**src/rtl/rie_pkg.sv**
```systemverilog
// ----------------------------------------------------------------------------
// rie_pkg
// Shared constants for the RV32I integer execute block: widths, opcodes and
// function codes.
// ----------------------------------------------------------------------------
`default_nettype none

package rie_pkg;

  localparam int unsigned XLEN      = 32;
  localparam int unsigned REG_COUNT = 32;
  localparam int unsigned REG_IDX_W = 5;

  localparam logic [6:0] OP_REG    = 7'h33;
  localparam logic [6:0] OP_IMM    = 7'h13;
  localparam logic [6:0] OP_BRANCH = 7'h63;
  localparam logic [6:0] OP_LUI    = 7'h37;
  localparam logic [6:0] OP_AUIPC  = 7'h17;

  localparam logic [6:0] F7_BASE = 7'h00;
  localparam logic [6:0] F7_ALT  = 7'h20;

  // ALU funct3
  localparam logic [2:0] F3_ADD  = 3'd0;
  localparam logic [2:0] F3_SLL  = 3'd1;
  localparam logic [2:0] F3_SLT  = 3'd2;
  localparam logic [2:0] F3_SLTU = 3'd3;
  localparam logic [2:0] F3_XOR  = 3'd4;
  localparam logic [2:0] F3_SR   = 3'd5;
  localparam logic [2:0] F3_OR   = 3'd6;
  localparam logic [2:0] F3_AND  = 3'd7;

  // Branch funct3
  localparam logic [2:0] F3_BEQ  = 3'd0;
  localparam logic [2:0] F3_BNE  = 3'd1;
  localparam logic [2:0] F3_BLT  = 3'd4;
  localparam logic [2:0] F3_BGE  = 3'd5;
  localparam logic [2:0] F3_BLTU = 3'd6;
  localparam logic [2:0] F3_BGEU = 3'd7;

endpackage

`default_nettype wire

```
**src/rtl/rie_ram.sv**
```systemverilog
// ----------------------------------------------------------------------------
// rie_ram
// Generic single-write, single-read RAM with a registered read port.
// ----------------------------------------------------------------------------
`default_nettype none

module rie_ram #(
  parameter int unsigned Width = 32,
  parameter int unsigned Depth = 32,
  localparam int unsigned AddrW = (Depth > 1) ? $clog2(Depth) : 1
) (
  input  wire logic             clk_i,
  input  wire logic             we_i,
  input  wire logic [AddrW-1:0] waddr_i,
  input  wire logic [Width-1:0] wdata_i,
  input  wire logic             re_i,
  input  wire logic [AddrW-1:0] raddr_i,
  output logic      [Width-1:0] rdata_o
);

  logic [Width-1:0] mem_q [Depth];

  always_ff @(posedge clk_i) begin
    if (we_i) begin
      mem_q[waddr_i] <= wdata_i;
    end
    if (re_i) begin
      rdata_o <= mem_q[raddr_i];
    end
  end

endmodule

`default_nettype wire

```
**src/rtl/rv32i_integer_execute.sv**
```systemverilog
// ----------------------------------------------------------------------------
// rv32i_integer_execute
// The register file is read and the instruction word registered at transfer;
// execution then loads the output register once it is empty or being read.
// Throughput: one instruction per cycle unless the output stalls, limited by
// the single execute stage writing back the register file.
// Reset clears the pipeline, register-file valid bits (all registers read zero)
// and sets the program counter to zero; a config write reloads the counter.
// ----------------------------------------------------------------------------
`default_nettype none

module rv32i_integer_execute #(
  parameter int unsigned RegCount = rie_pkg::REG_COUNT
) (
  input  wire logic        clk_i,
  input  wire logic        rst_ni,
  // configuration
  input  wire logic        cfg_valid_i,
  output logic             cfg_ready_o,
  input  wire logic [31:0] start_address_i,
  // instruction input
  input  wire logic        in_valid_i,
  output logic             in_ready_o,
  input  wire logic [31:0] instruction_word_i,
  // result output
  output logic             out_valid_o,
  input  wire logic        out_ready_i,
  output logic [31:0]      instruction_address_o,
  output logic [4:0]       dest_index_o,
  output logic [31:0]      write_value_o,
  output logic             write_enable_o,
  output logic [31:0]      next_address_o,
  output logic             branch_taken_o,
  output logic             unknown_instruction_o
);

  localparam int unsigned XLEN  = rie_pkg::XLEN;
  localparam int unsigned IdxW  = rie_pkg::REG_IDX_W;
  localparam int unsigned AddrW = (RegCount > 1) ? $clog2(RegCount) : 1;
  localparam logic [IdxW:0] RegCountW = (IdxW+1)'(RegCount);

  // --------------------------------------------------------------------------
  // handshake
  logic in_xfer, s1_adv;
  logic s1_valid_q;
  logic [XLEN-1:0] s1_word_q;
  logic out_valid_q;

  assign s1_adv     = s1_valid_q & (~out_valid_q | out_ready_i);
  assign in_ready_o = ~s1_valid_q | s1_adv;
  assign in_xfer    = in_valid_i & in_ready_o;
  assign cfg_ready_o = 1'b1;

  // --------------------------------------------------------------------------
  // register file: two copies for two read ports, written together
  logic            rf_we;
  logic [IdxW-1:0] rf_waddr;
  logic [XLEN-1:0] rf_wdata;
  logic [XLEN-1:0] rs1_ram, rs2_ram;

  rie_ram #(.Width(XLEN), .Depth(RegCount)) u_rf_a (
    .clk_i   (clk_i),
    .we_i    (rf_we),
    .waddr_i (rf_waddr[AddrW-1:0]),
    .wdata_i (rf_wdata),
    .re_i    (in_xfer),
    .raddr_i (instruction_word_i[15 +: AddrW]),
    .rdata_o (rs1_ram)
  );

  rie_ram #(.Width(XLEN), .Depth(RegCount)) u_rf_b (
    .clk_i   (clk_i),
    .we_i    (rf_we),
    .waddr_i (rf_waddr[AddrW-1:0]),
    .wdata_i (rf_wdata),
    .re_i    (in_xfer),
    .raddr_i (instruction_word_i[20 +: AddrW]),
    .rdata_o (rs2_ram)
  );

  // entry valid bits stand in for the reset clear; last write is forwarded
  // because it may land in the same cycle as the following read
  logic [RegCount-1:0] rf_valid_q;
  logic                lw_valid_q;
  logic [IdxW-1:0]     lw_addr_q;
  logic [XLEN-1:0]     lw_data_q;

  // --------------------------------------------------------------------------
  // execute stage
  logic [6:0]      opcode, f7;
  logic [2:0]      f3;
  logic [IdxW-1:0] rd, rs1, rs2;
  logic [XLEN-1:0] op_a, op_b, alu_b, i_imm, b_imm, u_imm;
  logic [XLEN-1:0] pc_q, next_pc, value, alu_out;
  logic            writes, taken, unknown, alt, we;
  logic            lt_s, lt_u;

  function automatic logic [XLEN-1:0] read_op(
    input logic [IdxW-1:0]     idx,
    input logic [XLEN-1:0]     ram,
    input logic [RegCount-1:0] valid,
    input logic                lw_v,
    input logic [IdxW-1:0]     lw_a,
    input logic [XLEN-1:0]     lw_d
  );
    logic [XLEN-1:0] r;
    r = '0;
    if (idx != '0 && {1'b0, idx} < RegCountW) begin
      if (lw_v && lw_a == idx) begin
        r = lw_d;
      end else if (valid[idx[AddrW-1:0]]) begin
        r = ram;
      end
    end
    return r;
  endfunction

  always_comb begin
    opcode = s1_word_q[6:0];
    rd     = s1_word_q[11:7];
    f3     = s1_word_q[14:12];
    rs1    = s1_word_q[19:15];
    rs2    = s1_word_q[24:20];
    f7     = s1_word_q[31:25];
    i_imm  = {{20{s1_word_q[31]}}, s1_word_q[31:20]};
    b_imm  = {{19{s1_word_q[31]}}, s1_word_q[31], s1_word_q[7], s1_word_q[30:25],
              s1_word_q[11:8], 1'b0};
    u_imm  = {s1_word_q[31:12], 12'b0};

    op_a = read_op(rs1, rs1_ram, rf_valid_q, lw_valid_q, lw_addr_q, lw_data_q);
    op_b = read_op(rs2, rs2_ram, rf_valid_q, lw_valid_q, lw_addr_q, lw_data_q);

    // immediate shifts use i_imm[4:0], which is the shamt field
    alu_b = (opcode == rie_pkg::OP_REG) ? op_b : i_imm;
    alt   = (f7 == rie_pkg::F7_ALT) &&
            ((opcode == rie_pkg::OP_REG) || (f3 == rie_pkg::F3_SR));

    lt_u = op_a < alu_b;
    lt_s = $signed(op_a) < $signed(alu_b);

    unique case (f3)
      rie_pkg::F3_ADD:  alu_out = alt ? op_a - alu_b : op_a + alu_b;
      rie_pkg::F3_SLL:  alu_out = op_a << alu_b[4:0];
      rie_pkg::F3_SLT:  alu_out = {{(XLEN-1){1'b0}}, lt_s};
      rie_pkg::F3_SLTU: alu_out = {{(XLEN-1){1'b0}}, lt_u};
      rie_pkg::F3_XOR:  alu_out = op_a ^ alu_b;
      rie_pkg::F3_SR:   alu_out = alt ? XLEN'($signed(op_a) >>> alu_b[4:0])
                                      : op_a >> alu_b[4:0];
      rie_pkg::F3_OR:   alu_out = op_a | alu_b;
      rie_pkg::F3_AND:  alu_out = op_a & alu_b;
      default:          alu_out = '0;
    endcase

    writes  = 1'b0;
    taken   = 1'b0;
    unknown = 1'b0;
    value   = '0;
    next_pc = pc_q + XLEN'(4);

    priority case (opcode)
      rie_pkg::OP_REG: begin
        if (f7 == rie_pkg::F7_BASE ||
            (f7 == rie_pkg::F7_ALT && (f3 == rie_pkg::F3_ADD || f3 == rie_pkg::F3_SR))) begin
          writes = 1'b1;
          value  = alu_out;
        end else begin
          unknown = 1'b1;
        end
      end
      rie_pkg::OP_IMM: begin
        if ((f3 == rie_pkg::F3_SLL && f7 != rie_pkg::F7_BASE) ||
            (f3 == rie_pkg::F3_SR && f7 != rie_pkg::F7_BASE && f7 != rie_pkg::F7_ALT)) begin
          unknown = 1'b1;
        end else begin
          writes = 1'b1;
          value  = alu_out;
        end
      end
      rie_pkg::OP_LUI: begin
        writes = 1'b1;
        value  = u_imm;
      end
      rie_pkg::OP_AUIPC: begin
        writes = 1'b1;
        value  = pc_q + u_imm;
      end
      rie_pkg::OP_BRANCH: begin
        priority case (f3)
          rie_pkg::F3_BEQ:  taken = (op_a == op_b);
          rie_pkg::F3_BNE:  taken = (op_a != op_b);
          rie_pkg::F3_BLT:  taken = ($signed(op_a) < $signed(op_b));
          rie_pkg::F3_BGE:  taken = !($signed(op_a) < $signed(op_b));
          rie_pkg::F3_BLTU: taken = (op_a < op_b);
          rie_pkg::F3_BGEU: taken = (op_a >= op_b);
          default:          unknown = 1'b1;
        endcase
        if (taken) begin
          next_pc = pc_q + b_imm;
        end
      end
      default: unknown = 1'b1;
    endcase

    we = writes && rd != '0 && {1'b0, rd} < RegCountW;
  end

  assign rf_we    = s1_adv & we;
  assign rf_waddr = rd;
  assign rf_wdata = value;

  // --------------------------------------------------------------------------
  // registers
  always_ff @(posedge clk_i or negedge rst_ni) begin
    if (!rst_ni) begin
      s1_valid_q  <= 1'b0;
      out_valid_q <= 1'b0;
      pc_q        <= '0;
      rf_valid_q  <= '0;
      lw_valid_q  <= 1'b0;
    end else begin
      if (in_xfer) begin
        s1_valid_q <= 1'b1;
      end else if (s1_adv) begin
        s1_valid_q <= 1'b0;
      end

      if (s1_adv) begin
        out_valid_q <= 1'b1;
      end else if (out_ready_i) begin
        out_valid_q <= 1'b0;
      end

      if (cfg_valid_i) begin
        pc_q <= start_address_i;
      end else if (s1_adv) begin
        pc_q <= next_pc;
      end

      if (rf_we) begin
        rf_valid_q[rd[AddrW-1:0]] <= 1'b1;
        lw_valid_q                <= 1'b1;
      end
    end
  end

  always_ff @(posedge clk_i) begin
    if (in_xfer) begin
      s1_word_q <= instruction_word_i;
    end
    if (rf_we) begin
      lw_addr_q <= rd;
      lw_data_q <= value;
    end
    if (s1_adv) begin
      instruction_address_o <= pc_q;
      dest_index_o          <= writes ? rd : '0;
      write_value_o         <= writes ? value : '0;
      write_enable_o        <= we;
      next_address_o        <= next_pc;
      branch_taken_o        <= taken;
      unknown_instruction_o <= unknown;
    end
  end

  assign out_valid_o = out_valid_q;

endmodule

`default_nettype wire
```
**config.mk**
```make
export PLATFORM = sky130hd
export DESIGN_NAME = rv32i_integer_execute
export DESIGN_NICKNAME = d
export VERILOG_FILES = /design/src/rtl/rie_pkg.sv /design/src/rtl/rie_ram.sv /design/src/rtl/rv32i_integer_execute.sv
export SDC_FILE = /design/constraint.sdc
export NUM_CORES = 2
export LEC_CHECK = 0
export ABC_AREA = 0
export BUFFER_PORTS_ARGS = -buffer_cell sky130_fd_sc_hd__buf_2
export CAP_MARGIN = 20
export CORE_AREA = 2 2 520 470
export DETAILED_ROUTE_END_ITERATION = 10
export DIE_AREA = 0 0 522 472
export PLACE_DENSITY = 0.51
export RECOVER_POWER = 50
export SYNTH_ARGS = -nofsm -noshare
export SYNTH_HDL_FRONTEND = slang
export SYNTH_SLANG_ARGS = --single-unit
```
**constraint.sdc**
```tcl
create_clock -name clk_i -period 7 [get_ports clk_i]
set_input_delay 0.7 -clock clk_i [delete_from_list [all_inputs] [get_ports clk_i]]
set_output_delay 0.7 -clock clk_i [all_outputs]
set_load 0.005 [all_outputs]
```
* Yosys cells after proc, flatten, opt, wreduce, memory -nomap -nowiden
Memories as Yosys holds them, arrays and structs flattened. A register that Yosys moved wholly into a read port is not among the register bits. Index checks and enable logic that the tools add are counted.
Cells by class: bitwise gates (word level) 11, equal/unequal tests 18, shifts and indexed selects 3, mux-type cells 38, reduce and logical (&&, ||, !) cells 25, add/subtract/negate cells 5, magnitude comparators 9
Operators with widths (number):
- 32-bit 2-to-1 mux | 15
- 32-bit one-hot mux with 8 select lines | 1
- 32-bit < comparator | 4
- 32-bit one-hot mux with 4 select lines | 1
- 32-bit adder | 3
- 32-bit bitwise OR | 2
- 32-bit by 3-bit adder with 32-bit output (second input constant) | 1
- 32-bit AND | 1
- 32-bit == test | 1
- 32-bit >= comparator | 1
- 32-bit != test | 1
- 32-bit by 5-bit << shifter with 32-bit output | 1
- 32-bit by 5-bit >> shifter with 32-bit output | 1
- 32-bit by 5-bit >>> shifter with 32-bit output | 1
- 32-bit subtractor | 1
- 32-bit XOR | 1
- 7-bit by 6-bit == test with 1-bit output (second input constant) | 3
- 5-bit by 6-bit < comparator with 1-bit output (second input constant) | 3
- 1-bit 2-to-1 mux | 15
- 5-bit nonzero test | 3
- 7-bit by 5-bit == test with 1-bit output (second input constant) | 2
- 3-bit == test (second input constant) | 4
- 1-bit binary-select mux with 5-bit select | 2
- 5-bit == test | 2
- other kinds (21) | 39
Storage, ports and cells: output and inout port bits 107, bits in writable memories 2048, word-level logic and storage cells 126, memories kept 2, bits in registers 240
Memories:
- u_rf_a.mem_q | words 32, width 32, read ports 1, clocked after memory_dff 1, wr ports 1, line rie_ram.sv:21 | logic [Width-1:0] mem_q [Depth];
- u_rf_b.mem_q | words 32, width 32, read ports 1, clocked after memory_dff 1, wr ports 1, line rie_ram.sv:21

* Logic depth before layout (Yosys ltp)
word-level depth 13, depth in mapped cells 25, mapped depth without buffers 21

* Hierarchy
Synthesis repeated with hierarchy kept, for this count alone.
Unflattened totals: cell total of the unflattened synthesis 7365, area total of the unflattened synthesis 105447.4 µm²
By module, submodules not included:
- rie_ram (u_rf_a) | seq. area each 31710.4 µm², area an instance 40811.6 µm², cells each 2260, instances 1
- rie_ram (u_rf_b) | seq. area each 31710.4 µm², area an instance 40805.4 µm², cells each 2260, instances 1
- rv32i_integer_execute | seq. area each 6841.6 µm², area an instance 23830.4 µm², cells each 2845, instances 1

* Least setup slack after synthesis
Ideal clock, no wire load.
path kind register to register, start reg s1_word_q[21], end reg lw_data_q[31], data pin, arrival 5.988 ns, slack 0.550 ns, required time 6.538 ns, cell stages (with the launch flop) 23, setup time 0.462 ns, cell sequence edfxtp_1 buf_6 mux4_2 a22o_1 a31oi_4 a31oi_4 a41oi_2 buf_6 buf_6 buf_6 buf_2 ha_1 o21ai_0 a21o_1 a221oi_1 o41a_1 o21a_1 a31oi_1 o21ai_0 nor3b_1 nor4_1 o31ai_1 o21ai_0
On the way: word-level cells in the longest chain between the ends 11, elaborated cells between the ends (all ways) 24, those cells by class add/sub (3); eq/ne (1); shift (3); mux (12); bitwise (3); reduce/logical (2)
RTL lines:
- start: declaration | line rv32i_integer_execute.sv:46 | logic [XLEN-1:0] s1_word_q;
- start signal: assignment | line rv32i_integer_execute.sv:248 | s1_word_q <= instruction_word_i;
- 1-bit binary-select mux with 5-bit select | line rv32i_integer_execute.sv:111 | end else if (valid[idx[AddrW-1:0]]) begin
- 1-bit 2-to-1 mux (not written as such) | line rv32i_integer_execute.sv:111
- 32-bit 2-to-1 mux | line rv32i_integer_execute.sv:111
- 32-bit 2-to-1 mux | line rv32i_integer_execute.sv:109 | if (lw_v && lw_a == idx) begin
- 32-bit 2-to-1 mux | line rv32i_integer_execute.sv:108 | if (idx != '0 && {1'b0, idx} < RegCountW) begin
- 32-bit 2-to-1 mux | line rv32i_integer_execute.sv:134 | alu_b = (opcode == rie_pkg::OP_REG) ? op_b : i_imm;
- 32-bit adder (tied with other cells) | line rv32i_integer_execute.sv:142 | rie_pkg::F3_ADD: alu_out = alt ? op_a - alu_b : op_a + alu_b;
- 32-bit 2-to-1 mux (on tied branches) | line rv32i_integer_execute.sv:142, rv32i_integer_execute.sv:147
- 32-bit one-hot mux with 8 select lines | line rv32i_integer_execute.sv:141 | unique case (f3)
- 32-bit 2-to-1 mux (on tied branches) | line rv32i_integer_execute.sv:171, rv32i_integer_execute.sv:162
- 32-bit one-hot mux with 4 select lines * | line rv32i_integer_execute.sv:160 | priority case (opcode)
- net rf_wdata[31] | line rv32i_integer_execute.sv:58 | logic [XLEN-1:0] rf_wdata;
- end signal: assignment | line rv32i_integer_execute.sv:252 | lw_data_q <= value;
- end: declaration | line rv32i_integer_execute.sv:86 | logic [XLEN-1:0] lw_data_q;
The timed path passes the listed nets; every way through them passes the cells marked *. The select of a mux whose other input is x is not followed. A chain may end at the register's enable or synchronous reset.

==> flow_summary.ini <==
[outcome]
outcome = finished, violations left
violations = capacitance limit, slew limit

[global_route]
antenna_found_initial = 15
grt_pass1_wl_um = 360000
grt_overflow = 0
grt_pass1_vias = 46500
grt_use_total_pct = 20.3
grt_start_max_net_pins = 95

[synthesis]
synth_edf_count = 1260
yosysTopAreaCell = edfxtp_1
yosysWarnings = 0
yosys_register_bits = 1327
synth.distinct_cells = 95
synth_area_um2 = 72000
synth.area.top_cells = edfxtp_1 53%, mux4_2 20%, ha_1 3.1%
netlist.area_leader.share_pct = 52.5
yosysSeqAreaShare_pct = 54.9
ys.flop_type = edfxtp_1
synthArstFlopShare_pct = 5.05
syn_inst = 4738
syn_avg_cell_area_um2 = 15.2

[clock_tree]
cts_tree = built
cts.reportedPaths.clkPinSlew_ns = 0.06
cts_sinks = 1327
cts_max_level = 4
cts_buffer_depth = 3
cts-root-buf = clkbuf_16
cts_setup_buffers = 0
post_cts_resized = 0
worstSkewPairLatency_ns = 0.84
numCtsBuffers = 151
ctsHoldBuffers = 3

[sta]
rsz0062_at_grt = no
fmax_mhz = 145
slew-limit-headroom_pct = -309
fin_skew_ns = 0.0364
finalCriticalPeriod_ns = 6.90
tns_ns = 0
slew_violations = 1452
setup-violations-final = 0
worst_slew_pin_slew_ns = 6.13
hold_violations = 0
period_share_pct = 98.5
hold_ws_ns = 0.0672

[placed_design]
hpwlAfterDp_um = 162000
portBuffers = 174
gp_congestion = 0.950

[worst_setup_path]
critPathRequiredTime_ns = 7.51
crit_chain = clkbuf_1 > buf_4 > mux4_2 > mux4_2 > mux2_1
worstSetupPathType = in2reg
critPathMaxStageDelay_ns = 4.07
cp-end-kind = register
crit_path_start_kind = input pin
crit_top_cell = mux4_2
crit_family = buffers and inverters
worst-path-buf-inv = 2
worstPathMaxFanout = 75
r2r_setup_slack_ns = 0.49
slowest_stage = clkbuf_1
reg2reg_to = u_rf_b.mem_q[12][25]
regToRegStartpoint = s1_word_q[29]
reg2reg_depth = 10
arrival_ns = 7.41

[drt]
dr_total_vias = 47500
dr.pass1.iters = 8
wirelength_um = 255000
ant_nets = 0
vias_per_cell = 5.75
wire_per_inst_um = 30.9
drc_errors = 0
drt_iter0_drc = 5779

[pwr]
p_leak_nw = 28.9
switching_power_w = 0.00537
power.density_nw_per_um2 = 241
clock_power_share_pct = 39.7
sequentialPowerShare_pct = 45.2
ir_drop_v = 0.000151
p_comb_share_pct = 15.0
intPower_w = 0.0144
p_sw_share_pct = 27.1

[min_path]
hp-class = in2reg
holdPathStages = 1
hold_end = s1_word_q[30]
min-delay-start = instruction_word_i[30]

[layout]
nets = 5199
area_delta_synth_final_pct = 13.9
drive_gt1_share_pct = 25.2

[die]
placementRows = 171
fp.dieW_um = 522
core-area_um2 = 241000
die_height_um = 472
start_util_pct = 29.9
die-area_um2 = 246000
io_pins = 176

[run]
max-cap-violations = 42
[power by group through the flow]
stage / Sequential, W / Combinational (W) / Clock (W)
floorplan: 0.00902 / 0.00198 / 0
global placement: 0.00911 / 0.00294 / 0
detailed placement: 0.00911 / 0.00293 / 0
CTS: 0.00895 / 0.00294 / 0.00805
global route: 0.00896 / 0.00319 / 0.00836
finish: 0.00896 / 0.00298 / 0.00787
[synth_stat cells, types with 16 or more instances]
| cell type | n |
|---|---|
| edfxtp_1 | 1260 |
| mux4_2 | 642 |
| nor2_1 | 243 |
| a21oi_1 | 223 |
| nand2_1 | 219 |
| clkbuf_1 | 209 |
| o21ai_0 | 189 |
| mux2i_1 | 185 |
| ha_1 | 179 |
| inv_1 | 126 |
| nand3_1 | 81 |
| mux2_2 | 75 |
| xnor2_1 | 71 |
| dfrtp_1 | 67 |
| buf_1 | 66 |
| nor3_1 | 62 |
| nor2b_1 | 45 |
| a21o_1 | 41 |
| a211oi_1 | 39 |
| buf_2 | 38 |
| o22ai_1 | 38 |
| or2_2 | 35 |
| xor2_1 | 35 |
| a31oi_1 | 34 |
| a32o_1 | 31 |
| o211ai_1 | 31 |
| a22oi_1 | 30 |
| nand2b_1 | 26 |
| o21ai_1 | 25 |
| a22o_1 | 23 |
| nand4_1 | 21 |
| o221ai_1 | 21 |
| o31ai_1 | 21 |
| o21bai_1 | 20 |
| and3_1 | 19 |
| o21a_1 | 19 |
| and2_1 | 18 |
| nor4_1 | 18 |
| a211o_1 | 16 |
[placed cells by master (no fill, tap or decap), types with 47 or more instances in the layout]
cell type,synthesis,layout
inv_1,126,126
buf_4,8,129
mux2_2,75,47
dfrtp_1,67,67
a21oi_1,223,220
nor2_1,243,240
nor3_1,62,61
buf_2,38,90
o21ai_0,189,184
edfxtp_1,1260,1260
clkbuf_1,209,120
nand3_1,81,81
mux4_2,642,642
mux2i_1,185,185
clkbuf_16,0,153
ha_1,179,179
nand2_1,219,219
xnor2_1,71,71
[worst max path at each step]
stage                                 startpoint  slack (ns)                 end  cells after the start
after floorplan                    s1_word_q[21]        0.55       lw_data_q[31]                     22
after global placement             s1_word_q[21]        0.52  next_address_o[31]                     22
after CTS                          s1_word_q[21]        0.42  next_address_o[31]                     22
after detailed placement           s1_word_q[21]        0.43  next_address_o[31]                     22
after global routing      instruction_word_i[21]        0.07  u_rf_b.rdata_o[15]                      5
final                     instruction_word_i[21]        0.10  u_rf_b.rdata_o[15]                      5
[sequential cells by signal, summed over array words and instances, names as in the netlist, 5 cells and up]
register	cells
pc_q	32
lw_data_q	32
dest_index_o	5
rf_valid_q	32
write_value_o	32
u_rf_b.mem_q	992
u_rf_a.rdata_o	32
s1_word_q	32
instruction_address_o	32
lw_addr_q	5
u_rf_b.rdata_o	32
u_rf_a.mem_q	32
next_address_o	31
[routing by layer]
layer / GRT usage [%] / vias up / wire, um
li1: - / 19700 / -
met3: 3.37 / 416 / 18800
met5: 0 / - / 0
met4: 6.45 / 0 / 8450
met2: 31.8 / 2189 / 118000
met1: 28.8 / 25200 / 110000
[kinds of logic (layout without fill, tap and decap cells)]
kind of cell | after synthesis | count (layout) | synth area share [%]
muxes | 909 | 909 | 24.0
adders and majority gates | 183 | 183 | 3.22
other | 2 | 34 | 0.0104
xor gates and xnor gates | 106 | 106 | 1.29
DFF | 1327 | 1327 | 54.9
buffers and inverters | 467 | 765 | 2.72
AOI/OAI and AO/OA | 906 | 906 | 8.40
and+or+nand+nor | 838 | 838 | 5.54
[through the flow]
step / total power [W] / instance area [um^2] / utilization [%] / setup slack [ns] / std cells
6_report: 0.0198 / 82000 / 34.1 / 0.103 / 8268
5_1_grt: 0.0205 / 82000 / 34.1 / 0.0699 / 8267
4_1_cts: 0.0199 / 82900 / 34.4 / 0.422 / 8267
3_5_place_dp: 0.0120 / 77900 / 32.4 / 0.425 / 7991
3_3_place_gp: 0.0121 / 77900 / 32.4 / 0.523 / 7991
2_1_floorplan: 0.0110 / 72100 / - / 0.550 / 4769
[layout make-up]
class,instances,area (um^2)
Antenna cell,1,2.50
Clock buffer,185,3970
Clock inverter,88,910
Fill cell,23100,159000
Inverter,132,499
Multi-Input combinational cell,2975,30900
Sequential cell,1327,39500
Tap cell,3200,4000
Timing Repair Buffer,360,2240
Note: power is estimated with default switching activity, not from simulation.
